[config.mk]
export PLATFORM = sky130hd
export DESIGN_NAME = tats_ram
export DESIGN_NICKNAME = d
export VERILOG_FILES = /design/src/hdl/traffic_anomaly_threat_scorer_top_macros.svh /design/src/hdl/tats_ram.sv
export SDC_FILE = /design/constraint.sdc
export NUM_CORES = 1
export LEC_CHECK = 0
export BUFFER_PORTS_ARGS = -buffer_cell sky130_fd_sc_hd__buf_2
export CAP_MARGIN = 10
export CORE_UTILIZATION = 55
export DETAILED_ROUTE_END_ITERATION = 8
export GPL_TIMING_DRIVEN = 0
export PLACE_DENSITY = 0.77
export SLEW_MARGIN = 5
export SYNTH_ARGS = -nofsm -noshare
export SYNTH_HDL_FRONTEND = slang
export SYNTH_SLANG_ARGS = --single-unit
export TNS_END_PERCENT = 100
[constraint.sdc]
create_clock -name clock -period 1.9 [get_ports clock]
set_input_delay 0.19 -clock clock [delete_from_list [all_inputs] [get_ports clock]]
set_output_delay 0.19 -clock clock [all_outputs]
set_load 0.02 [all_outputs]
[src/hdl/traffic_anomaly_threat_scorer_top_macros.svh]
// Assertion macros for the threat scorer.
// Included by the top level; no other dependencies.
`ifndef TRAFFIC_ANOMALY_THREAT_SCORER_TOP_MACROS_SVH
`define TRAFFIC_ANOMALY_THREAT_SCORER_TOP_MACROS_SVH

// Expression must hold at every clock edge outside reset.
`define TATS_ASSERT_HOLDS(lbl, clk, rst, expr, msg) \
   lbl: assert property (@(posedge clk) disable iff (rst) (expr)) else $error(msg);

// Consequent must hold in the same cycle as the antecedent.
`define TATS_ASSERT_IMPLIES(lbl, clk, rst, ante, cons, msg) \
   lbl: assert property (@(posedge clk) disable iff (rst) (ante) |-> (cons)) else $error(msg);

`endif

[src/hdl/tats_ram.sv]
// Generic single-write, single-read RAM with registered read data.
// No dependencies.
`default_nettype none

module tats_ram #(
   parameter int WIDTH = 16,
   parameter int DEPTH = 20
) (
   input  wire logic                     clock,
   input  wire logic                     wr_en,
   input  wire logic [$clog2(DEPTH)-1:0] wr_addr,
   input  wire logic [WIDTH-1:0]         wr_data,
   input  wire logic [$clog2(DEPTH)-1:0] rd_addr,
   output logic      [WIDTH-1:0]         rd_data
);

   logic [WIDTH-1:0] mem_ff [DEPTH];
   logic [WIDTH-1:0] rd_data_ff;

   always_ff @(posedge clock) begin
      if (wr_en) begin
         mem_ff[wr_addr] <= wr_data;
      end
      rd_data_ff <= mem_ff[rd_addr];
   end

   assign rd_data = rd_data_ff;

endmodule

`default_nettype wire

After elaboration in Yosys (flattened, before gate mapping)
Memory sizes are Yosys's and may differ from the RTL's. A register that Yosys moved wholly into a read port is not among the register bits.
Index checks and enable logic that the tools add are counted.
{"block": "op_classes", "n_addsub": 0, "multipliers": 0, "div": 0, "magnitude_cmp": 0, "n_eq_ne": 0, "shifts": 0, "mux": 2, "bitwise_logic": 0, "n_reduce_logical": 0}
{"op": "1-bit 2-to-1 mux", "count": 2}
{"block": "word_totals", "register_bits": 0, "latchBits": 0, "mem_bits_rw": 320, "rom_bits": 0, "out_inout_bits": 16, "word_cells": 3, "memories": 1}
{"memory": "mem_ff", "depth": 20, "width": 16, "read_ports": 1, "rd_clocked_by_memory_dff": 1, "write_ports": 1, "line_no": "tats_ram.sv:17", "rtl": "logic [WIDTH-1:0] mem_ff [DEPTH];"}

Longest topological paths before layout
Gate-level depths: netlist of the first run.
{"block": "logic_depth", "ltp_word": 2, "mapped_depth": 8}

Least setup slack after synthesis of the first run
OpenSTA, ideal clock, no wires.
{"block": "synth_timing", "path_type": "input to register", "from": "in wr_addr[1]", "to": "mem mem_ff[12][0], enable pin", "setup_time_ns": 0.388, "t_arrival_ns": 1.435, "required_time_ns": 1.512, "path_slack_ns": 0.076, "stages": 2, "n_path_buf": 0, "path_cell_list": "or3b_2 -> nor2_1"}
{"element": "start, declared", "line_no": "tats_ram.sv:11", "rtl": "input wire logic [$clog2(DEPTH)-1:0] wr_addr,"}
{"element": "end, declared", "line_no": "tats_ram.sv:17"}
No word-level cell before the write port.

==> run summary, run 1 <==
Async set-or-reset flop fraction in the synthesized netlist -> 0
Post-DP Area -> 0.01370 sq mm
Ys flop type -> edfxtp_1
Register area -> 0.009930 sq mm
Crit. End Element -> flip-flop
Routed via count -> 6912
Die Height -> 154.4 um
IO Pins -> 44
Synth Register Bits -> 336
Dpl hpwl -> 18.19 mm
Syn. warnings -> 0
Area delta synth->final -> 14.01%
Synth area leaders -> edfxtp_1 75%, mux2i_1 7.6%, mux4_2 2.6%
Total core area -> 0.02271 sq mm
Clk pin slew, worst setup/hold paths -> 70 ps
RSZ-0062 raised after global routing -> false
Clk root buf -> clkbuf_16
Die width -> 154.4 um
Post-synth top area share -> 0.7518
Pin count of the biggest net entering global routing -> 21
Mapped Area -> 0.01278 sq mm
Total of max-cap violations -> 0
CTS Buf Count -> 30
Post-synth EDFFs -> 320
Total global routing overflow -> 0
Number of global-route vias before repair -> 7084
Hold Path Class -> in2reg
Skew final -> 12.17 ps
Worst IR drop on VDD -> 0.0006102 V
Layout fillers -> 1448
Final hold vios -> 0
Fmax -> 535.9 MHz
CTS Hold Bufs -> 0
Slew headroom -> 0.4515
Area leader, netlist -> edfxtp_1
Crit path DAT -> 2260 ps
Most frequent cell after synthesis -> edfxtp_1
Syn Nets -> 710
Mean area per synthesized cell -> 18.74 sq um
Initial core utilization -> 0.5628
Post-CTS setup buffers -> 0
Final setup viols -> 0
Share of layout cells above drive strength 1 -> 0.2381
Drt initial violations -> 793
Wirelength per Cell -> 25.99 um
DRC errors left -> 0
Worst-Margin Slew -> 816.4 ps
Kind of critical path -> in2reg
# placed instances -> 1029
First-pass GRT wire length -> 42.49 mm
Synth Instances -> 682
DR vias/cell -> 6.376
Die area -> 0.02385 sq mm
Slew Limit Fails -> 0
Final Wtd Congestion -> 0.8218
Top post-synthesis cells by count -> 320 x edfxtp_1, 97 x mux2i_1, 28 x mux2_2, 25 x o22ai_1
Outcome -> completed
Tot GR Track Use -> 0.2437
Clk sinks -> 336
Max FO, Critical Path -> 10
DR pass1 iterations -> 5
Pwr per Cell Area -> 997.9 mW/mm^2
CP required -> 2290 ps
Non-filler instance count after layout -> 1084
FP Rows -> 55
Crit path launch type -> input port
Initial antenna violation count -> 1
Sequential fraction of the synthesis area -> 0.7769
Nets@finish -> 804
Clock latency on the worst-skew pair -> 560 ps
Drt total wl -> 28.18 mm
Post-route cell area -> 0.01457 sq mm
Area of the multi-input gates -> 0.002696 sq mm
H-tree depth -> 1
TritonCTS clock tree -> built
Leak Pwr -> 4.926 nW
Period utilisation layout -> 0.9822
Minimum clock period -> 1866 ps
ANT nets after route -> 0
PostCTS Resize Cnt -> 0
Netlist cell types -> 35
CTS Buffer Depth -> 3
Final Util -> 0.6417
IO Port Bufs -> 42
==> kinds of logic after synthesis <==
family	Yosys count	synth area share
buf+inv	34	0.01606
mux	145	0.1315
flops	336	0.7769
simple gates	77	0.03103
compound gates	90	0.04454
==> area by class of cell <==
cell class,count,share of cell area
diodes,1,0.0001717
plain buffers,33,0.01382
clock buffers,40,0.05556
clock inverters,14,0.004036
inverters,1,0.0002576
multi-input cells,312,0.1850
flip-flops and latches,336,0.6814
well taps,285,0.02447
repair buffers,62,0.03521
==> path summary, 6_finish.rpt <==
| kind | depth (start not counted) | slack [ps] | startpoint | endpoint |
|---|---|---|---|---|
| setup / recovery | 6 | 30 | rd_addr[1] | rd_data[5] |
| hold / removal | 1 | 60 | wr_data[8] | mem_ff[15][8] |
| setup reg to reg | 3 | 100 | mem_ff[15][5] | rd_data[5] |
| hold reg to reg | 3 | 640 | mem_ff[13][10] | rd_data[10] |
==> where the power goes <==
group | internal, mW | switching (mW) | total (mW)
registers | 8.23 | 0.0299 | 8.26
logic | 0.278 | 0.533 | 0.811
clock network | 2.96 | 2.51 | 5.47
total | 11.5 | 3.07 | 14.5
==> flip-flops by register name, indices dropped and copies added, names as in the netlist <==
register / cells
mem_ff: 320
rd_data: 16
==> placed cells by master, fill, tap and decap left out, types with 15 or more instances in the layout <==
cell / n
edfxtp_1: 320
mux2i_1: 97
buf_2: 50
clkbuf_16: 31
mux2_2: 28
o22ai_1: 25
nand2_1: 24
o21ai_0: 20
nor2_2: 20
a22oi_1: 17
clkbuf_1: 17
dfxtp_1: 16
mux4_2: 15
==> critical path: stages <==
cell	delay, ps
buf_2	130
buf_6	140
clkbuf_1	610
mux4_2	450
a211oi_1	540
o21ai_1	190
==> per-stage QoR <==
step	hold WS [ps]	power (mW)	TNS [ps]	setup WS (ps)
global route	56.20	14.91	0	29.79
detailed placement	593.4	9.209	-6138	-456.1
floorplan	288.9	8.856	0	76.30
finish	58.51	14.54	0	33.83
CTS	45.08	14.55	0	118.7
global placement	580.8	9.153	-181110	-778.8
==> routing by layer <==
layer / track usage / wire length (um)
met5: 0 / 0
met4: 0.09335 / 1104
met3: 0.04483 / 2515
met2: 0.4092 / 13820
met1: 0.3190 / 10740
Power figures use the tool's default switching activity.
==> run 2, diff against run 1 <==
--- a/config.mk
+++ b/config.mk
@@ -5,6 +5,7 @@
 export SDC_FILE = /design/constraint.sdc
 export NUM_CORES = 1
 export LEC_CHECK = 0
+export ABC_AREA = 1
 export BUFFER_PORTS_ARGS = -buffer_cell sky130_fd_sc_hd__buf_2
 export CAP_MARGIN = 10
 export CORE_UTILIZATION = 55
==> run summary, run 2 <==
Internal Pwr Total -> 11.96 mW (+4.3%)
ANT nets after route -> 0 (unchanged)
Leak Pwr -> 5.604 nW (+14%)
Synth Area in XOR/XNOR -> 0 (unchanged)
Post-synth top area share -> 0.7238 (-0.02799)
Kind of critical path -> in2reg
Worst IR drop on VDD -> 0.0004774 V (-22%)
Clk root buf -> clkbuf_16
Total power -> 15.35 mW (+5.6%)
Syn. warnings -> 0 (unchanged)
Tot GR Track Use -> 0.2867 (+0.04295)
Fmax -> 744.8 MHz (+39%)
Post-Synth Adder-Cell Area -> 0 (unchanged)
Total of max-cap violations -> 0 (unchanged)
Total global routing overflow -> 0 (unchanged)
Syn Nets -> 1124 (+58%)
Number of global-route vias before repair -> 8334 (+18%)
Wirelength per Cell -> 22.48 um (-14%)
CTS Hold Bufs -> 0 (unchanged)
Crit path DAT -> 1520 ps (-740 ps)
Final Wtd Congestion -> 1.026 (+25%)
Initial antenna violation count -> 0 (-1)
Top post-synthesis cells by count -> 384 x nand2_1, 320 x edfxtp_1, 201 x nand3_1, 52 x nor2_1, 32 x o21ai_0
Sequential fraction of the synthesis area -> 0.7480 (-0.02892)
FF-to-FF Start -> mem_ff[7][5]
Nets@finish -> 1214 (+51%)
Bufs and invs on worst path -> 2 (-1)
Post-synth EDFFs -> 320 (unchanged)
Crit-path slowest cell -> nor2_2
Drt initial violations -> 1280 (+61%)
H-tree depth -> 1 (unchanged)
CTS Buf Count -> 31 (+3.3%)
Drt total wl -> 34.35 mm (+22%)
CP top delay family -> simple AND/OR/NAND/NOR gates
CP Cell Sequence -> buf_2 -> inv_1 -> nand3_1 -> nor2_2
Max reg flops -> 320 (unchanged)
Routed via count -> 8896 (+29%)
Clk pin slew, worst setup/hold paths -> 60 ps (about the same)
Most common cell after layout, fill and taps aside -> nand2_1
Minimum clock period -> 1343 ps (-523.4 ps)
Worst-Margin Slew -> 930.4 ps (+114.0 ps)
Max incr delay on CP -> 840 ps (+230 ps)
Ys flop type -> edfxtp_1
Slew Limit Fails -> 0 (unchanged)
Die area -> 0.02476 sq mm (+3.8%)
DR pass1 iterations -> 5 (unchanged)
CP required -> 2080 ps (-210 ps)
Pwr per Cell Area -> 1011 mW/mm^2 (+1.4%)
Area leader, netlist -> edfxtp_1
Total core area -> 0.02354 sq mm (+3.7%)
DR vias/cell -> 5.822 (-8.7%)
Top reg by flops -> mem_ff
Most frequent cell after synthesis -> nand2_1
Die Height -> 157.4 um (+1.9%)
Synth Instances -> 1096 (+61%)
Pin count of the biggest net entering global routing -> 21 (unchanged)
Period utilisation layout -> 0.7067 (-0.2755)
IO Port Bufs -> 38 (-9.5%)
Area delta synth->final -> 14.35%
Mapped Area -> 0.01328 sq mm (+3.9%)
PostCTS Resize Cnt -> 0 (unchanged)
RSZ-0062 raised after global routing -> false
Post-DP Area -> 0.01420 sq mm (+3.6%)
Final hold vios -> 0 (unchanged)
Mean area per synthesized cell -> 12.11 sq um (-35%)
Final Util -> 0.6448 (+0.003171)
Area share of and/or/nand/nor cells after synthesis -> 0.1991 (+0.1680)
Layout fillers -> 1740 (+20%)
Largest family of logic cells by synthesized area -> simple AND/OR/NAND/NOR gates
Clock latency on the worst-skew pair -> 560 ps (about the same)
Outcome -> completed
Mux share of post-synthesis cell area -> 0 (-0.1315)
Netlist cell types -> 16 (-54%)
Initial core utilization -> 0.5639 (+0.001072)
Clk sinks -> 336 (unchanged)
FP Rows -> 56 (+1.8%)
Post-route cell area -> 0.01518 sq mm (+4.2%)
Crit. End Element -> flip-flop
Part of the power in registers -> 0.537 (-0.031)
DRC errors left -> 0 (unchanged)
Dpl hpwl -> 22.43 mm (+23%)
First-pass GRT wire length -> 50.63 mm (+19%)
Combinational share of power -> 0.071 (+0.015)
Hold Path Class -> in2reg
Final setup viols -> 0 (unchanged)
Synth Area in Compound Gates -> 0.01960 (-0.02494)
Switching Power -> 3.393 mW (+10%)
Critical Path Start -> wr_addr[0]
Synth area leaders -> edfxtp_1 72%, nand2_1 11%, nand3_1 7.6%
Most frequent cells in the layout -> 384 x nand2_1, 320 x edfxtp_1, 201 x nand3_1, 66 x buf_2
Clk pwr share -> 0.392 (+0.016)
Skew final -> 9.888 ps (-2.283 ps)
Max FO, Critical Path -> 16 (+6)
Net Sw Frac -> 0.2210 (+0.009552)
IO Pins -> 44 (unchanged)
Async set-or-reset flop fraction in the synthesized netlist -> 0 (unchanged)
HP Start -> rd_addr[4]
Post-CTS setup buffers -> 0 (unchanged)
Slew headroom -> 0.3790 (-0.07248)
CTS Buffer Depth -> 3 (unchanged)
Share of layout cells above drive strength 1 -> 0.1414 (-0.09666)
Synth Register Bits -> 336 (unchanged)
Inserted Diodes -> 0 (-1)
TritonCTS clock tree -> built
Die width -> 157.4 um (+1.9%)
Crit path launch type -> input port
-- run 2: power by group through the flow --
| stage | Sequential [mW] | Combinational, mW | Clock (mW) |
|---|---|---|---|
| finish | 8.25 | 1.09 | 6.02 |
| global route | 8.26 | 1.17 | 6.31 |
| CTS | 8.25 | 1.07 | 6.04 |
| detailed placement | 8.41 | 1.06 | 0 |
| global placement | 8.41 | 1.01 | 0 |
| floorplan | 8.46 | 0.530 | 0 |
-- run 2: cell families after synthesis --
kind of cell / Yosys count
and+or+nand+nor: 637
AOI/OAI and AO/OA: 48
buffers and inverters: 75
DFF: 336
-- run 2: layout make-up --
type	count	area [sq um]	area share
plain buffers	65	402.9	0.02654
clock buffers	42	868.3	0.05720
clock inverters	14	116.4	0.007665
inverters	10	40.04	0.002637
multi-input cells	685	2953	0.1945
flip-flops and latches	336	9930	0.6541
well taps	319	399.1	0.02629
repair buffers	57	471.7	0.03107
-- run 2: metrics by stage --
step                      hold slack, ps  setup WS [ps]  cells  setup TNS (ps)
final                              14.16          557.3   1528               0
after global routing               44.12          481.0   1528               0
after CTS                          4.968          565.4   1528               0
after detailed placement           582.7          17.21   1472               0
after global placement             605.8         -436.4   1453         -103090
after floorplan                    288.9          388.6   1096               0
-- run 2: final timing paths --
check                  endpoint  slack, ps  cells past startpoint
setup / recovery  mem_ff[18][5]        560                      4
hold / removal       rd_data[0]         10                      3
setup reg to reg     rd_data[5]        580                      8
hold reg to reg      rd_data[9]        630                      4
-- run 2: worst reg2reg max path, delay by kind of cell (launching register included) --
kind	cells	cell delay (ps)
and+or+nand+nor	8	850
DFF	1	370
-- run 2: metal layers --
metal	wire length, um	GRT usage	part of all wire
met1	12690	0.3731	0.37
met2	16900	0.4831	0.49
met3	3366	0.03855	0.098
met4	1394	0.1267	0.041
met5	0	0	0
