`config.mk`:
```
export PLATFORM = sky130hd
export DESIGN_NAME = tats_divsqrt
export DESIGN_NICKNAME = d
export VERILOG_FILES = /design/src/hdl/traffic_anomaly_threat_scorer_top_macros.svh /design/src/hdl/tats_pkg.sv /design/src/hdl/tats_divsqrt.sv
export SDC_FILE = /design/constraint.sdc
export NUM_CORES = 1
export LEC_CHECK = 0
export ABC_AREA = 0
export BUFFER_PORTS_ARGS = -buffer_cell sky130_fd_sc_hd__buf_4
export CORE_MARGIN = 3
export CORE_UTILIZATION = 27
export DETAILED_ROUTE_END_ITERATION = 12
export HOLD_SLACK_MARGIN = 0.02
export SKIP_CTS_REPAIR_TIMING = 1
export SYNTH_ARGS = -nofsm -noshare
export SYNTH_HDL_FRONTEND = slang
export SYNTH_SLANG_ARGS = --single-unit
```
`constraint.sdc`:
```
create_clock -name clock -period 5.3 [get_ports clock]
set_clock_uncertainty 0.1 [all_clocks]
set_input_delay 0.795 -clock clock [delete_from_list [all_inputs] [get_ports clock]]
set_output_delay 0.795 -clock clock [all_outputs]
set_load 0.03 [all_outputs]
```
`src/hdl/traffic_anomaly_threat_scorer_top_macros.svh`:
```
// Assertion macros for the threat scorer.
// Included by the top level; no other dependencies.
`ifndef TRAFFIC_ANOMALY_THREAT_SCORER_TOP_MACROS_SVH
`define TRAFFIC_ANOMALY_THREAT_SCORER_TOP_MACROS_SVH

// Expression must hold at every clock edge outside reset.
`define TATS_ASSERT_HOLDS(lbl, clk, rst, expr, msg) \
   lbl: assert property (@(posedge clk) disable iff (rst) (expr)) else $error(msg);

// Consequent must hold in the same cycle as the antecedent.
`define TATS_ASSERT_IMPLIES(lbl, clk, rst, ante, cons, msg) \
   lbl: assert property (@(posedge clk) disable iff (rst) (ante) |-> (cons)) else $error(msg);

`endif

```
`src/hdl/tats_pkg.sv`:
```
// Shared types, constants and helper functions of the threat scorer.
// No dependencies.
`default_nettype none

package tats_pkg;

   localparam int BASE_DEPTH_DEF  = 20;
   localparam int STORM_DEPTH_DEF = 5;
   localparam int COUNT_BITS      = 16;

   localparam int CNT_W      = 16;
   localparam int CSR_IDX_W  = 3;
   localparam int CSR_DATA_W = 16;
   localparam int ACC_W      = 10;
   localparam int OP_W       = 56;
   localparam int SHORT_W    = 32;
   localparam int REM_W      = 30;
   localparam int MEAN_W     = 24;
   localparam int SD_W       = 24;
   localparam int DVS_W      = 24;

   localparam logic [31:0] COUNT_MAX =
      (COUNT_BITS >= 32) ? 32'hFFFF_FFFF : ((32'd1 << COUNT_BITS) - 32'd1);

   localparam logic [CSR_IDX_W-1:0] REG_PACKET_THR = 3'd0;
   localparam logic [CSR_IDX_W-1:0] REG_BURST_MUL  = 3'd1;
   localparam logic [CSR_IDX_W-1:0] REG_DEAUTH_THR = 3'd2;
   localparam logic [CSR_IDX_W-1:0] REG_STORM_MUL  = 3'd3;
   localparam logic [CSR_IDX_W-1:0] REG_BEACON_THR = 3'd4;
   localparam logic [CSR_IDX_W-1:0] REG_PROBE_THR  = 3'd5;

   localparam logic [1:0] STATUS_SAFE   = 2'd0;
   localparam logic [1:0] STATUS_WARN   = 2'd1;
   localparam logic [1:0] STATUS_ATTACK = 2'd2;
   localparam logic [1:0] STATUS_CALIB  = 2'd3;

   localparam logic [1:0] WIN_MGMT   = 2'd0;
   localparam logic [1:0] WIN_DEAUTH = 2'd1;
   localparam logic [1:0] WIN_PROBE  = 2'd2;

   typedef struct packed {
      logic [CNT_W-1:0] packet_count;
      logic [CNT_W-1:0] mgmt_count;
      logic [CNT_W-1:0] deauth_count;
      logic [CNT_W-1:0] bcast_deauth_count;
      logic [CNT_W-1:0] probe_count;
      logic [CNT_W-1:0] beacon_count;
      logic [CNT_W-1:0] auth_count;
      logic             scanning;
   } req_type;

   typedef struct packed {
      logic [6:0] threat_score;
      logic [1:0] status;
   } rsp_type;

   typedef enum logic [3:0] {
      ST_IDLE, ST_SUM, ST_MEAN, ST_VAR, ST_VDIV, ST_SQRT, ST_ANOM, ST_ACMP,
      ST_ZDIV, ST_ZTERM, ST_PUSH, ST_HEUR, ST_STORM, ST_SCMP, ST_OUT
   } state_type;

   typedef struct packed {
      logic start;
      logic is_sqrt;
      logic is_long;
   } du_cmd_type;

   typedef struct packed {
      logic busy;
      logic done;
   } du_stat_type;

   function automatic logic [CNT_W-1:0] sat_count(input logic [CNT_W-1:0] v);
      return ({16'b0, v} > COUNT_MAX) ? COUNT_MAX[CNT_W-1:0] : v;
   endfunction

   function automatic logic [SD_W-1:0] win_floor(input logic [1:0] w);
      logic [SD_W-1:0] f;
      case (w)
         WIN_MGMT:   f = 24'd512;
         WIN_DEAUTH: f = 24'd256;
         default:    f = 24'd1280;
      endcase
      return f;
   endfunction

   function automatic logic [5:0] z_gain(input logic [1:0] w);
      logic [5:0] g;
      case (w)
         WIN_MGMT:   g = 6'd12;
         WIN_DEAUTH: g = 6'd35;
         default:    g = 6'd10;
      endcase
      return g;
   endfunction

   function automatic logic [5:0] z_cap(input logic [1:0] w);
      logic [5:0] c;
      case (w)
         WIN_DEAUTH: c = 6'd45;
         default:    c = 6'd40;
      endcase
      return c;
   endfunction

endpackage

`default_nettype wire

```
`src/hdl/tats_divsqrt.sv`:
```
// Shared iterative unit: restoring divide (one bit per cycle) or
// integer square root (two bits per cycle). Depends on tats_pkg.
`default_nettype none

module tats_divsqrt (
   input  wire logic                           clock,
   input  wire logic                           reset,
   input  wire tats_pkg::du_cmd_type           cmd,
   input  wire logic [tats_pkg::OP_W-1:0]      operand,
   input  wire logic [tats_pkg::DVS_W-1:0]     divisor,
   output tats_pkg::du_stat_type               stat,
   output logic      [tats_pkg::OP_W-1:0]      result
);

   localparam int OP_W  = tats_pkg::OP_W;
   localparam int REM_W = tats_pkg::REM_W;
   localparam int CNTW  = $clog2(OP_W + 1);

   logic [OP_W-1:0]             a_ff, a_in, q_ff, q_in;
   logic [REM_W-1:0]            r_ff, r_in, r_sh, trial;
   logic [tats_pkg::DVS_W-1:0]  dvs_ff, dvs_in;
   logic [CNTW-1:0]             cnt_ff, cnt_in;
   logic                        busy_ff, busy_in, done_ff, done_in, sqrt_ff, sqrt_in;
   logic                        ge;

   always_comb begin
      r_sh  = sqrt_ff ? {r_ff[REM_W-3:0], a_ff[OP_W-1 -: 2]}
                      : {r_ff[REM_W-2:0], a_ff[OP_W-1]};
      trial = sqrt_ff ? {q_ff[REM_W-3:0], 2'b01}
                      : {{(REM_W-tats_pkg::DVS_W){1'b0}}, dvs_ff};
      ge    = (r_sh >= trial);

      a_in    = a_ff;
      q_in    = q_ff;
      r_in    = r_ff;
      dvs_in  = dvs_ff;
      cnt_in  = cnt_ff;
      busy_in = busy_ff;
      sqrt_in = sqrt_ff;
      done_in = 1'b0;

      if (cmd.start) begin
         a_in    = cmd.is_long ? operand
                               : {operand[tats_pkg::SHORT_W-1:0],
                                  {(OP_W-tats_pkg::SHORT_W){1'b0}}};
         q_in    = '0;
         r_in    = '0;
         dvs_in  = divisor;
         sqrt_in = cmd.is_sqrt;
         busy_in = 1'b1;
         if (cmd.is_long) begin
            cnt_in = cmd.is_sqrt ? CNTW'(OP_W / 2) : CNTW'(OP_W);
         end else begin
            cnt_in = cmd.is_sqrt ? CNTW'(tats_pkg::SHORT_W / 2)
                                 : CNTW'(tats_pkg::SHORT_W);
         end
      end else if (busy_ff) begin
         a_in   = sqrt_ff ? (a_ff << 2) : (a_ff << 1);
         r_in   = ge ? (r_sh - trial) : r_sh;
         q_in   = {q_ff[OP_W-2:0], ge};
         cnt_in = cnt_ff - CNTW'(1);
         if (cnt_ff == CNTW'(1)) begin
            busy_in = 1'b0;
            done_in = 1'b1;
         end
      end
   end

   always_ff @(posedge clock) begin
      if (reset) begin
         busy_ff <= 1'b0;
         done_ff <= 1'b0;
         cnt_ff  <= '0;
      end else begin
         busy_ff <= busy_in;
         done_ff <= done_in;
         cnt_ff  <= cnt_in;
      end
      a_ff    <= a_in;
      q_ff    <= q_in;
      r_ff    <= r_in;
      dvs_ff  <= dvs_in;
      sqrt_ff <= sqrt_in;
   end

   assign stat.busy = busy_ff;
   assign stat.done = done_ff;
   assign result    = q_ff;

endmodule

`default_nettype wire

```
* Word level (Yosys, flattened, before mapping) *
Index checks and enable logic that the tools add are counted.

storage, ports and cells
  register bits = 174
  output and inout port bits = 58

operators by class
  $add $sub $neg = 2
  magnitude comparators = 1
  equal/unequal tests = 1
  mux-type cells = 16
  bitwise logic cells = 1
  reductions and logical operators = 2

operator list
  operator                                                               count
  56-bit two-way mux                                                     4
  30-bit two-way mux                                                     2
  30-bit >= comparator                                                   1
  6-bit two-way mux                                                      5
  29-bit two-way mux                                                     1
  29-bit subtractor                                                      1
  6-bit by 1-bit equality test with 1-bit output, second input constant  1
  6-bit by 1-bit subtractor with 6-bit output, second input constant     1
  1-bit two-way mux                                                      4
  3-bit OR reduction                                                     1
  2-bit nonzero test                                                     1
  1-bit inverter                                                         1

* Longest topological paths before layout *
Gate-level depths: netlist of run 1.

  depth after elaboration = 4
  mapped depth = 15

* Least setup slack after synthesis of run 1 *
Ideal clock, no wire load.

  path kind = register -> register
  from = reg sqrt_ff
  to = reg r_ff[24]
  library setup time = 0.088 ns
  arrival time = 3.949 ns
  data required time = 5.112 ns
  slack = 1.163 ns
  cell stages (with the launch flop) = 15
  buffers on the path = 4
  period minus slack after synthesis = 4.137 ns
  cells stage by stage = edfxtp_1 -> buf_1 -> clkbuf_1 -> clkbuf_1 -> or2_2 -> ha_1 -> fa_1 -> nand2b_1 -> a21oi_2 -> o21ai_2 -> a211o_1 -> a2111o_1 -> buf_6 -> a211o_1 -> a311oi_2

between the ends
  cells in the longest elaborated chain, start to end = 3
  elaborated cells on any way between the ends = 5

ends and longest elaborated chain
  item                                                              line                                    source
  start, declared                                                   tats_divsqrt.sv:23                      logic busy_ff, busy_in, done_ff, done_in, sqrt_ff, sqrt_in;
  start signal, assigned                                            tats_divsqrt.sv:83                      sqrt_ff <= sqrt_in;
  30-bit two-way mux (on tied branches)                             tats_divsqrt.sv:27, tats_divsqrt.sv:29
  29-bit subtractor / 30-bit >= comparator (equally long branches)  tats_divsqrt.sv:59, tats_divsqrt.sv:31
  29-bit two-way mux *                                              tats_divsqrt.sv:59                      r_in = ge ? (r_sh - trial) : r_sh;
  end signal, assigned                                              tats_divsqrt.sv:81                      r_ff <= r_in;
  end, declared                                                     tats_divsqrt.sv:20                      logic [REM_W-1:0] r_ff, r_in, r_sh, trial;

Every way passes the cells marked *; elsewhere a longest branch is shown, timed or not.
A chain may end at the register's enable or synchronous reset.

* Worst setup path in the final report of run 1 *
  from = reg sqrt_ff
  to = reg r_ff[15]

Same word-level chain as after synthesis.

==> impl_summary.md, run 1 <==
Die
The placeable core region is between 30000 and 40000 µm². The number of primary I/O pins is ~140. The die area is roughly 40000 µm². From bottom edge to top edge, the die measures between 200 and 250 µm. In this run the core area contains 70 standard-cell rows. The effective utilization at floorplan is about 28%. The chip width is 200.2 µm.

Layout
The final layout contains between 1000 and 1500 nets. The count of inserted antenna diode cells is 0. From synthesis to final layout, the design area changed by 20.28%. After the flow finishes, the layout carries non-filler instances totaling about 1700. The post-route netlist has between 20% and 30% of its cells at a drive strength greater than 1. The post-route standard cell area excluding fillers is approximately 12000 µm².

Worst setup path
In this run the critical register-to-register path is launched from sqrt_ff$_DFFE_PP_. The type of element launching the critical path is a flop. The endpoint class of the critical path is a flop. For the worst setup path, the data required time is 5.54 ns. The critical path is of the flop to flop type. For the worst flop-to-flop path, the logic depth is 11. Across all register-to-register paths, the minimum setup slack is between 1 and 1.5 ns. Data arrives at the worst endpoint at 4.41 ns. The highest net fanout along the worst path is 49. The endpoint of the lowest-slack register-to-register path is r_ff[15]$_SDFFE_PP0P_.

Detailed routing
The total met2 wirelength after detailed routing is about 13000 µm. In the routed layout, each cell is associated on average with a via count of ~5.0. The overall via count from detail_route is around 8300. The first-iteration detailed-routing DRC count is approximately 610. Summed over all layers, the routed wires come to 27820 µm.

The routed design uses ~1500 µm of met3 wire. The topmost layer with routed signal wires is met5. After detailed routing, the wire length on met1 is 13050 µm. The first TritonRoute pass finished after 7 iterations. The DRC violation count after routing is 0. The number of nets still failing antenna checks after routing is 0. Dividing the detail-routed wire length by the instance count gives 16.78 µm.

Min path
The startpoint of the lowest-slack hold path is r_ff[0]$_SDFFE_PP0P_. The depth of the worst hold-timing path is 1. The kind of path behind the tightest hold check is flop to flop. The path with the worst hold slack has its endpoint at r_ff[0]$_SDFFE_PP0P_.

Timing
In this run the tightest slew margin relative to its limit is roughly 31%. The transition time of the tightest slew-check pin is roughly 1.0 ns. Once routing completed, OpenROAD measured the worst setup slack at around 1.1 ns.

Setup repair after global routing left no endpoint under its margin. The count of final hold-check violations came to 0. The routed design could run at a clock period as short as 4.174 ns. The number of slew-limit violations in the final report is 0. The final worst-path cycle share is 78.76%.

The highest clock frequency the design can meet is around 0.24 GHz. The worst hold margin is just under 0.4 ns. The final count of negative-setup-slack endpoints is 0. The summed negative setup slack over all endpoints is 0 ns.

Yosys
Yosys attributes the largest share of cell area to sky130_fd_sc_hd__edfxtp_1 (24%), sky130_fd_sc_hd__dfxtp_1 (18%), sky130_fd_sc_hd__mux2i_1 (13%), sky130_fd_sc_hd__nor2_1 (4.0%), sky130_fd_sc_hd__ha_1 (3.9%). In this run, synthesis produced a sequential element count of 174. The mapped netlist covers between 10000 and 15000 µm². The cell type with the largest total area after synthesis is sky130_fd_sc_hd__edfxtp_1. Of the synthesized area, sequential elements account for 42.19%. For this run, the number of Yosys warnings is 0. The cell count after synthesis came out at 1048. The fraction of synthesized cell area taken by the top area cell type is 23.90%.

In the synthesized netlist the dominant register cell turns out to be sky130_fd_sc_hd__dfxtp_1. The share of synthesized registers carrying an async set or reset is 0%. A synthesized cell averages between 9 and 10 µm². The number of distinct library cells after synthesis is 65.

The number of nets in the synthesized netlist is 1166. Yosys mapped a number of flops with a built-in enable equal to between 80 and 90.

Placement
The sum of net half-perimeters after detailed placement is 19510 µm. The worst setup slack before clock tree synthesis is roughly 1.2 ns. Once placement finished, the instance area stood at roughly 12000 µm². Routability-driven placement finished with a final weighted congestion of between 0.8 and 0.9. The number of buffer cells added on primary ports is about 140. Counting tap cells, the placed design contains a total of roughly 1600 instances.

Status
The run finished with clean final reports.

Global routing
The number of antenna violations at the first check in global routing is 1. The first global-routing pass estimated around 45000 µm of wire. The number of global-route vias before repair is 8231. The total global routing track utilization is a little over an eighth. The sum of overflow across all layers after global routing is 0. Entering global routing, the biggest net connects roughly 160 pins.

Pwr
The worst vdd rail ir drop is between 0.2 and 0.3 mV. The power per standard cell area is between 400 and 500 nW/µm². The leakage power total is between 0.004 and 0.005 µW.

CTS
The register clock-pin slew on the reported worst setup and hold paths is roughly 0.07 ns. In this run the clock root is driven by a sky130_fd_sc_hd__clkbuf_16. The clock net in this run drives a total of approximately 170 sinks. The CTS tree is yes. The TritonCTS buffer count is 17. The clock tree buffer depth is 2. The depth of the CTS H-tree is 4. For the worst-skew pair, the clock arrives at the later sink with an insertion delay of 0.45 ns.

Flow run
The count of max-cap constraint violations is 0.
[critical path, stage by stage, from the launching register on]
cell and delay (ns):
sky130_fd_sc_hd__edfxtp_1 0.38, sky130_fd_sc_hd__buf_12 0.28, sky130_fd_sc_hd__buf_4 0.31, sky130_fd_sc_hd__mux2i_1 0.27, sky130_fd_sc_hd__ha_1 0.38, sky130_fd_sc_hd__a211oi_1 0.35
sky130_fd_sc_hd__o21ai_0 0.18, sky130_fd_sc_hd__a221oi_2 0.49, sky130_fd_sc_hd__a2111o_1 0.65, sky130_fd_sc_hd__buf_12 0.24, sky130_fd_sc_hd__nand3_1 0.09, sky130_fd_sc_hd__a311oi_1 0.33
[Yosys cell counts, types with 8 or more instances]
library cell	n
sky130_fd_sc_hd__buf_1	18
sky130_fd_sc_hd__nor3_1	11
sky130_fd_sc_hd__and3_1	11
sky130_fd_sc_hd__mux2_2	30
sky130_fd_sc_hd__o21a_1	8
sky130_fd_sc_hd__edfxtp_1	81
sky130_fd_sc_hd__ha_1	32
sky130_fd_sc_hd__xnor2_1	14
sky130_fd_sc_hd__o211ai_1	17
sky130_fd_sc_hd__a21o_1	9
sky130_fd_sc_hd__clkbuf_1	47
sky130_fd_sc_hd__a311oi_1	13
sky130_fd_sc_hd__o21ai_0	53
sky130_fd_sc_hd__a211oi_1	44
sky130_fd_sc_hd__dfxtp_1	93
sky130_fd_sc_hd__mux2i_1	135
sky130_fd_sc_hd__nor2b_1	36
sky130_fd_sc_hd__inv_1	16
sky130_fd_sc_hd__nand3_1	29
sky130_fd_sc_hd__a21oi_1	53
sky130_fd_sc_hd__nor2_1	108
sky130_fd_sc_hd__buf_2	13
sky130_fd_sc_hd__nand2_1	66
[how the worst max path moves through the flow]
stage | startpoint | endpoint | slack (ns) | depth (start not counted)
2_1_floorplan | sqrt_ff$_DFFE_PP_ | r_ff[24]$_SDFFE_PP0P_ | 1.16 | 14
3_3_place_gp | sqrt_ff$_DFFE_PP_ | r_ff[24]$_SDFFE_PP0P_ | 1.27 | 12
6_report | sqrt_ff$_DFFE_PP_ | r_ff[15]$_SDFFE_PP0P_ | 1.13 | 11
4_1_cts | sqrt_ff$_DFFE_PP_ | r_ff[15]$_SDFFE_PP0P_ | 1.18 | 11
3_5_place_dp | sqrt_ff$_DFFE_PP_ | r_ff[8]$_SDFFE_PP0P_ | 1.20 | 10
5_1_grt | sqrt_ff$_DFFE_PP_ | r_ff[15]$_SDFFE_PP0P_ | 0.83 | 11
[registers in the layout, indices dropped and copies added (netlist names)]
| signal | count |
|---|---|
| cnt_ff | 6 |
| done_ff | 1 |
| busy_ff | 1 |
| dvs_ff | 24 |
| result | 56 |
| r_ff | 29 |
| sqrt_ff | 1 |
| a_ff | 56 |
[cell type report]
class | count | area, µm²
clock inverters | 15 | 135.1
multi-input cells | 777 | 5488
flip-flops and latches | 174 | 4298
repair buffers | 155 | 1205
fillers | 3785 | 24630
inverters | 16 | 60.06
clock buffers | 17 | 425.4
well taps | 504 | 630.6
[layer usage]
layer	GRT usage [%]	vias up
met3	3.348	37
met2	21.47	229
met1	18.22	3975
met5	0	-
met4	4.675	2
li1	-	4082
[per-stage QoR]
stage                     utilization (%)  power [µW]
after floorplan                         -        3402
after global placement              31.68        4006
after detailed placement            31.68        4012
after CTS                           33.20        5268
after global routing                33.20        5604
final                               33.20        5262
[cells in the final DEF, fill, tap and decap left out, drive strengths merged, types with 5 or more instances in the layout]
cell type  count
xor2           6
nor2b         36
a211o          6
o21ai         56
clkbuf        17
dfxtp         93
inv           21
a21oi         55
nand2         66
nor3          11
nand3         29
edfxtp        81
nor2         108
a41oi          5
o211ai        17
a211oi        44
buf          155
a311oi        15
nand4          7
o21a           8
a21o           9
clkinv         8
nand2b         5
a31oi          7
or3            5
mux2          30
mux2i        135
and3          11
xnor2         14
ha            32
[power breakdown]
part / switching (µW) / internal (µW) / leakage, µW / total (µW)
Sequential: 104 / 1570 / 0.00157 / 1670
Combinational: 1430 / 936 / 0.00304 / 2360
Clock: 577 / 652 / 0.000274 / 1230
Total: 2110 / 3160 / 0.00489 / 5260
[kinds of logic (layout without fill, tap and decap cells)]
family,after synthesis,count (layout),synth area share (%)
and+or+nand+nor,298,298,13.74
AOI/OAI and AO/OA,261,261,17.73
DFF,174,174,42.19
muxes,165,165,16.60
buffers and inverters,97,203,3.885
adders and majority gates,33,33,4.131
xor gates and xnor gates,20,20,1.721
(Power assumes the default switching activity.)
==> inputs of run 2 (changes only) <==
==> constraint.sdc (replaced) <==
create_clock -name clock -period 3.7 [get_ports clock]
set_clock_uncertainty 0.1 [all_clocks]
set_input_delay 0.555 -clock clock [delete_from_list [all_inputs] [get_ports clock]]
set_output_delay 0.555 -clock clock [all_outputs]
set_load 0.03 [all_outputs]
==> impl_summary.md, run 2 (synthesis results as in run 1) <==
Status
Outcome: completed (unchanged).

Placement
The placer's final routability congestion estimate is 0.8483 (was 0.8642). The worst setup slack before clock tree synthesis is 0.03385 ns (was 1.199 ns). The cell total after placement is 1670 (was 1626). The sum of net half-perimeters after detailed placement is 20740 µm (was 19510 µm).

The number of buffer cells added on primary ports is 142 (unchanged).

Detailed routing
The average wire per cell in the routed design came to 16.95 µm (was 16.78 µm). The number of search-and-repair iterations in the first detailed-routing pass was 5 (was 7). The number of nets still failing antenna checks after routing was 0 (unchanged). The DRC violation count after routing is 0 (unchanged). The via count normalized by instance count is 4.998 (was 5.021). The overall via count from detail_route is 8527 (was 8325). The first-iteration detailed-routing DRC count is 585 (was 608). The total routed wirelength is 28920 µm (was 27820 µm).

Die
The die area was 40060 µm² (unchanged). The effective utilization at floorplan came to 27.60% (unchanged). The chip width is 200.2 µm (unchanged). The placement row count is 70 (unchanged).

The placeable core region is 36870 µm² (unchanged). The floorplan die height is 200.2 µm (unchanged). The number of primary I/O pins is 143 (unchanged).

Timing
The number of slew-limit violations in the final report is 0 (unchanged). The highest clock frequency the design can meet is 0.2742 GHz (was 0.2396 GHz). The final worst-path cycle share is 98.56% (was 78.76%).

The worst hold margin is 0.1809 ns (was 0.3960 ns). The worst relative slew slack is 33.63% (was 31.00%). The transition time of the tightest slew-check pin was 0.9955 ns (was 1.035 ns).

Unrepaired setup endpoints after global routing: yes (was no). The final count of negative-setup-slack endpoints is 0 (unchanged). The final period demand of the worst path is 3.647 ns (was 4.174 ns).

The count of final hold-check violations was 0 (unchanged). The final critical-path setup slack is 0.05312 ns (was 1.126 ns).

Layout
The number of fill cells in the layout was 3792 (was 3785). The most common library cell in the layout ignoring fill and taps is sky130_fd_sc_hd__buf_4 (unchanged). The non-filler instance count after layout is 1706 (was 1658).

Highest-count cells in the layout ignoring fill and taps: sky130_fd_sc_hd__buf_4 (193), sky130_fd_sc_hd__mux2i_1 (135), sky130_fd_sc_hd__nor2_1 (108) (was sky130_fd_sc_hd__buf_4 (151), sky130_fd_sc_hd__mux2i_1 (135), sky130_fd_sc_hd__nor2_1 (108)). The share of post-route cells with drive strength above 1 was 24.46% (was 20.10%). The number of nets in the final layout was 1307 (was 1259).

The count of inserted antenna diode cells is 0 (unchanged). The layout overhead on the synthesized area was 26.35% (was 20.28%).

Worst setup path
The critical path data required time is 3.96 ns (was 5.54 ns). The worst setup slack for register-to-register paths is 0.05 ns (was 1.13 ns). The length in cells of the worst reg-to-reg path is 12 (was 11). The highest net fanout along the worst path is 14 (was 49). The critical path start-end classification is flop to flop (unchanged). The endpoint class of the critical path is a flop (unchanged). The origin of the critical flop-to-flop path is sqrt_ff$_DFFE_PP_ (unchanged). The worst setup path startpoint is sqrt_ff$_DFFE_PP_ (unchanged). The maximum cell stage delay along the critical path is 0.49 ns (was 0.65 ns).

List of cells traversed by the critical path: buf_2 > or2_4 > ha_4 > fa_2 > nand2b_4 > a21oi_4 > o21ai_2 > a211o_1 > a2111o_1 > buf_6 > a2111o_1 > a311oi_2 (was buf_12 > buf_4 > mux2i_1 > ha_1 > a211oi_1 > o21ai_0 > a221oi_2 > a2111o_1 > buf_12 > nand3_1 > a311oi_1). The cell at the slowest stage of the critical path is sky130_fd_sc_hd__edfxtp_1 (was sky130_fd_sc_hd__a2111o_1). The type of element launching the critical path is a flop (unchanged). The critical path buffer and inverter count is 2 (was 3). The cell class contributing the biggest share of worst-path delay was compound AO/OA/AOI/OAI gates (unchanged).

The endpoint of the lowest-slack register-to-register path is r_ff[9]$_SDFFE_PP0P_ (was r_ff[15]$_SDFFE_PP0P_). The most frequent cell on the critical path is sky130_fd_sc_hd__a2111o_1 (was sky130_fd_sc_hd__buf_12). The number of cells on the critical path was 12 (was 11). The endpoint of the worst setup timing path is r_ff[9]$_SDFFE_PP0P_ (was r_ff[15]$_SDFFE_PP0P_). The data arrival time of the critical path is 3.91 ns (was 4.41 ns).

Global routing
The largest net degree at the start of global routing is 88 (was 162). The number of global-route vias before repair is 8669 (was 8231). The number of antenna violations at the first check in global routing is 1 (unchanged). The wire length of the first global-routing pass is 46770 µm (was 44620 µm). The total global routing track utilization was 14.32% (was 13.60%).

The sum of overflow across all layers after global routing was 0 (unchanged).

Min path
The kind of path behind the tightest hold check is primary input to flop (was flop to flop). The depth of the worst hold-timing path is 1 (unchanged). The startpoint of the lowest-slack hold path is divisor[20] (was r_ff[0]$_SDFFE_PP0P_).

CTS
The CTS tree is yes (unchanged). The cell chosen for the clock root is sky130_fd_sc_hd__clkbuf_16 (unchanged). The total clock sinks is 174 (unchanged). The register clock-pin slew on the reported worst setup and hold paths is 0.08 ns (was 0.07 ns).

The clock insertion delay at the later pin of the skew report is 0.45 ns (about the same). The depth of the CTS H-tree is 4 (unchanged). The clock tree buffer depth is 2 (unchanged). The TritonCTS buffer count was 17 (unchanged).

Pwr
The switching portion of total power is 37.70% (was 40.04%). The logic gate share of total power is 45.6% (was 44.9%). The overall power after layout is 8299 µW (was 5262 µW).

The sequential group share of total power is 28.7% (was 31.7%). The power per standard cell area is 645.4 nW/µm² (was 429.9 nW/µm²). The worst vdd rail ir drop is 0.3845 mV (was 0.2731 mV).

The internal power of the cells was 5170 µW (was 3155 µW). The relative contribution of the clock network to total power was 25.6% (was 23.4%). The leakage power total is 0.005183 µW (was 0.004886 µW). The switching power total was 3128 µW (was 2107 µW).

Flow run
The count of max-cap constraint violations is 0 (unchanged).
[run 2: cell types whose count changed in the layout (fill, tap and decap cells not counted), moves of 3 or more]
cell,change
sky130_fd_sc_hd__buf_4,+42
sky130_fd_sc_hd__ha_4,+4
sky130_fd_sc_hd__ha_1,-8
sky130_fd_sc_hd__ha_2,+4
sky130_fd_sc_hd__buf_6,+3
sky130_fd_sc_hd__bufinv_16,+5
[run 2: per-stage QoR]
| step | setup TNS [ns] | area [µm²] | util [%] |
|---|---|---|---|
| after CTS | -0.02010 | 12740 | 34.54 |
| after global placement | 0 | 12050 | 32.68 |
| after floorplan | -0.02424 | 10250 | - |
| final | 0 | 12860 | 34.87 |
| after global routing | -0.1523 | 12860 | 34.87 |
| after detailed placement | 0 | 12050 | 32.68 |
[run 2: worst min-delay path by stage]
| stage | to | slack [ns] |
|---|---|---|
| after floorplan | r_ff[0]$_SDFFE_PP0P_ | 0.35 |
| after global placement | result[55]$_SDFFE_PP0P_ | 0.38 |
| after detailed placement | r_ff[1]$_SDFFE_PP0P_ | 0.38 |
| after CTS | dvs_ff[20]$_DFFE_PP_ | 0.15 |
| after global routing | dvs_ff[20]$_DFFE_PP_ | 0.15 |
| final | dvs_ff[20]$_DFFE_PP_ | 0.18 |
[run 2: per-layer routing]
metal	global-route usage, %	wire (µm)	share of wire, %	vias to the layer above
met2	22.52	13360	46	223
met1	19.44	13580	47	4084
met3	3.380	1510	5.2	33
met4	4.650	470	1.6	0
li1	-	-	-	4187
met5	0	0	0	-
[run 2: power groups by stage]
stage	registers (µW)	logic (µW)	clock network (µW)
after CTS	2380	3680	2180
after detailed placement	2420	3660	0
after floorplan	2370	2520	0
final	2390	3790	2130
after global routing	2410	4170	2260
after global placement	2420	3630	0
[run 2: area by class of cell]
cell class	count	area (µm²)	area share [%]
inverters	16	60.06	0.4671
flip-flops and latches	174	4298	33.42
clock inverters	15	261.5	2.034
clock buffers	17	425.4	3.308
well taps	504	630.6	4.904
repair buffers	203	1599	12.44
multi-input cells	777	5584	43.43
==> inputs of run 3 (changes only) <==
--- a/config.mk
+++ b/config.mk
@@ -5,7 +5,7 @@
 export SDC_FILE = /design/constraint.sdc
 export NUM_CORES = 1
 export LEC_CHECK = 0
-export ABC_AREA = 0
+export ABC_AREA = 1
 export BUFFER_PORTS_ARGS = -buffer_cell sky130_fd_sc_hd__buf_4
 export CORE_MARGIN = 3
 export CORE_UTILIZATION = 27
==> impl_summary.md, run 3 <==
Timing
The count of final hold-check violations was 0 (unchanged). The highest clock frequency the design can meet is 0.3099 GHz (was 0.2742 GHz). The final count of negative-setup-slack endpoints was 0 (unchanged). The summed negative setup slack over all endpoints came to 0 ns (unchanged).

The final period demand of the worst path is 3.226 ns (was 3.647 ns). The number of slew-limit violations in the final report came to 0 (unchanged). The transition time of the tightest slew-check pin is 0.8784 ns (was 0.9955 ns). The final worst-path cycle share is 87.20% (was 98.56%). The worst relative slew slack is 41.30% (was 33.63%).

Unrepaired setup endpoints after global routing: no (was yes).

Worst setup path
The critical path data required time is 3.98 ns (was 3.96 ns). The critical path start-end classification is flop to flop (unchanged). The cell at the slowest stage of the critical path is sky130_fd_sc_hd__edfxtp_1 (unchanged). The origin of the critical flop-to-flop path is sqrt_ff$_DFFE_PP_ (unchanged). The worst setup path startpoint is sqrt_ff$_DFFE_PP_ (unchanged). The critical path buffer and inverter count is 3 (was 2). The cell class contributing the biggest share of worst-path delay is simple AND/OR/NAND/NOR gates (was compound AO/OA/AOI/OAI gates). The most frequent cell on the critical path is sky130_fd_sc_hd__nand2_1 (was sky130_fd_sc_hd__a2111o_1). The endpoint class of the critical path is a flop (unchanged).

The highest net fanout along the worst path is 107 (was 14). The type of element launching the critical path is a flop (unchanged). The data arrival time of the critical path is 3.51 ns (was 3.91 ns).

The maximum cell stage delay along the critical path was 0.45 ns (was 0.49 ns). List of cells traversed by the critical path: buf_12 > or2_2 > ha_1 > fa_1 > inv_1 > nand2_1 > nand3_2 > nand2_1 > nand2_1 > nand2_1 > nand3_2 > buf_4 > nand2_1 > nand2_1 > nand2_1 > nand2_1 (was buf_2 > or2_4 > ha_4 > fa_2 > nand2b_4 > a21oi_4 > o21ai_2 > a211o_1 > a2111o_1 > buf_6 > a2111o_1 > a311oi_2).

Min path
The startpoint of the lowest-slack hold path is divisor[2] (was divisor[20]). The kind of path behind the tightest hold check is primary input to flop (unchanged).

Die
The number of primary I/O pins was 143 (unchanged). The floorplan die height is 200.7 µm (was 200.2 µm). The effective utilization at floorplan is 27.68% (was 27.60%).

The die area is 40260 µm² (was 40060 µm²). The chip width was 200.7 µm (was 200.2 µm). The placement row count is 70 (unchanged). The placeable core region is 36960 µm² (was 36870 µm²).

Yosys
The main combinational cell family by area after synthesis is simple AND/OR/NAND/NOR gates (was compound AO/OA/AOI/OAI gates). The count of flip-flops with a built-in enable after synthesis is 81 (unchanged). The share of synthesized registers carrying an async set or reset is 0% (unchanged). The area share of fa/ha/maj cells after synthesis came to 4.110% (was 4.131%). The cell type with the largest total area after synthesis is sky130_fd_sc_hd__edfxtp_1 (unchanged).

The gate count of the mapped netlist is 1436 (was 1048). The primary flip-flop cell chosen by synthesis mapping was sky130_fd_sc_hd__dfxtp_1 (unchanged). The most frequent cell after synthesis was sky130_fd_sc_hd__nand2_1 (was sky130_fd_sc_hd__mux2i_1).

The area fraction in and, or, nand and nor cells after synthesis is 25.24% (was 13.74%). Commonest cells in the synthesized netlist: sky130_fd_sc_hd__nand2_1 (405), sky130_fd_sc_hd__inv_1 (224), sky130_fd_sc_hd__o21ai_0 (137) (was sky130_fd_sc_hd__mux2i_1 (135), sky130_fd_sc_hd__nor2_1 (108), sky130_fd_sc_hd__dfxtp_1 (93)). The number of nets in the synthesized netlist is 1554 (was 1166). The area fraction in compound gates after synthesis was 16.13% (was 17.73%). Area contributors post-synth: sky130_fd_sc_hd__edfxtp_1 (24%), sky130_fd_sc_hd__dfxtp_1 (18%), sky130_fd_sc_hd__nand2_1 (15%), sky130_fd_sc_hd__inv_1 (8.2%), sky130_fd_sc_hd__o21ai_0 (6.7%) (was sky130_fd_sc_hd__edfxtp_1 (24%), sky130_fd_sc_hd__dfxtp_1 (18%), sky130_fd_sc_hd__mux2i_1 (13%), sky130_fd_sc_hd__nor2_1 (4.0%), sky130_fd_sc_hd__ha_1 (3.9%)).

The xor and xnor area share after synthesis is 1.199% (was 1.721%). The number of warnings printed during yosys synthesis is 0 (unchanged). The fraction of synthesized cell area taken by the top area cell type is 23.78% (was 23.90%).

The multiplexer share of the synthesized area came to 0% (was 16.60%). The number of synthesized register bits is 174 (unchanged). The sequential cell area fraction in the yosys report is 41.98% (was 42.19%). The netlist area before placement is 10230 µm² (was 10180 µm²). The average cell area after synthesis was 7.124 µm² (was 9.711 µm²). The number of distinct library cells after synthesis came to 39 (was 65).

Detailed routing
The overall via count from detail_route is 9602 (was 8527). The via count normalized by instance count came to 4.661 (was 4.998). The total routed wirelength is 30490 µm (was 28920 µm).

The DRC violation count after routing came to 0 (unchanged). The number of search-and-repair iterations in the first detailed-routing pass is 5 (unchanged). The number of nets still failing antenna checks after routing is 0 (unchanged). The first-iteration detailed-routing DRC count was 730 (was 585). The average wire per cell in the routed design came to 14.80 µm (was 16.95 µm).

CTS
The TritonCTS buffer count is 17 (unchanged). The depth of the CTS H-tree is 4 (unchanged). The total clock sinks was 174 (unchanged). The cell chosen for the clock root is sky130_fd_sc_hd__clkbuf_16 (unchanged). The register clock-pin slew on the reported worst setup and hold paths is 0.08 ns (about the same). The clock tree buffer depth came to 2 (unchanged). The clock insertion delay at the later pin of the skew report is 0.44 ns (was 0.45 ns). The CTS tree is yes (unchanged).

Global routing
The wire length of the first global-routing pass is 49300 µm (was 46770 µm). The number of global-route vias before repair is 9421 (was 8669). The sum of overflow across all layers after global routing was 0 (unchanged).

The total global routing track utilization is 14.98% (was 14.32%). The number of antenna violations at the first check in global routing is 0 (was 1). The largest net degree at the start of global routing is 108 (was 88).

Status
Outcome: completed (unchanged).

Pwr
The power per standard cell area is 646.0 nW/µm² (was 645.4 nW/µm²). The overall power after layout is 7984 µW (was 8299 µW). The worst vdd rail ir drop is 0.3572 mV (was 0.3845 mV).

The leakage power total was 0.005705 µW (was 0.005183 µW).

Placement
The sum of net half-perimeters after detailed placement is 22750 µm (was 20740 µm). The placer's final routability congestion estimate is 0.8826 (was 0.8483). The cell total after placement is 2028 (was 1670). The number of buffer cells added on primary ports is 142 (unchanged).

Layout
The share of post-route cells with drive strength above 1 is 13.82% (was 24.46%). The final core utilization is 33.44% (was 34.87%). The number of fill cells in the layout came to 4015 (was 3792). The most common library cell in the layout ignoring fill and taps is sky130_fd_sc_hd__nand2_1 (was sky130_fd_sc_hd__buf_4). The layout overhead on the synthesized area is 20.82% (was 26.35%).

Highest-count cells in the layout ignoring fill and taps: sky130_fd_sc_hd__nand2_1 (404), sky130_fd_sc_hd__inv_1 (223), sky130_fd_sc_hd__buf_4 (157) (was sky130_fd_sc_hd__buf_4 (193), sky130_fd_sc_hd__mux2i_1 (135), sky130_fd_sc_hd__nor2_1 (108)). The area of all sequential standard cells was 4294 µm² (was 4298 µm²). The area taken by multi-input logic gates is 4778 µm² (was 5584 µm²). The number of nets in the final layout is 1661 (was 1307). The non-filler instance count after layout came to 2060 (was 1706). The count of inserted antenna diode cells came to 0 (unchanged).

Flow run
The count of max-cap constraint violations came to 0 (unchanged).
## run 3: final cells by class
type                            count  area share (%)
Timing Repair Buffer              158           9.698
Clock inverter                     15           1.498
Tap cell                          504           5.102
Clock buffer                       17           3.442
Inverter                          225           6.854
Sequential cell                   174           34.74
Multi-Input combinational cell    967           38.66
## run 3: final timing paths
| check | to | slack [ns] | cells after the start |
|---|---|---|---|
| worst max-delay path | r_ff[10]$_SDFFE_PP0P_ | 0.47 | 16 |
| worst min-delay path | dvs_ff[2]$_DFFE_PP_ | 0.19 | 1 |
| worst max register to register | r_ff[10]$_SDFFE_PP0P_ | 0.47 | 16 |
| worst min register to register | r_ff[13]$_SDFFE_PP0P_ | 0.35 | 2 |
## run 3: report_power, final
part	switching [µW]	internal, µW
registers	138	2280
logic	2480	1210
clock network	811	1070
## run 3: cells by family (layout without fill, tap and decap cells)
kind of cell / after synthesis / count (layout)
DFF: 174 / 174
adders and majority gates: 33 / 33
and+or+nand+nor: 631 / 631
xor gates and xnor gates: 14 / 14
AOI/OAI and AO/OA: 289 / 289
buffers and inverters: 295 / 415
## run 3: through the flow
step | area (µm²) | setup slack (ns) | hold WS [ns]
after CTS | 12360 | 0.4530 | 0.1595
final | 12360 | 0.4736 | 0.1853
after global routing | 12360 | 0.1340 | 0.1600
after detailed placement | 11750 | 0.4427 | 0.3390
after floorplan | 10230 | 0.5236 | 0.3258
after global placement | 11750 | 0.4912 | 0.3380
## run 3: per-layer routing
layer	vias to the layer above	routed length (µm)	share of wire, %	GRT usage, %
met5	-	0	0	0
met3	45	1955	6.4	3.454
met1	4403	13390	44	18.89
met4	0	753	2.5	5.395
met2	272	14390	47	25.11
li1	4882	-	-	-
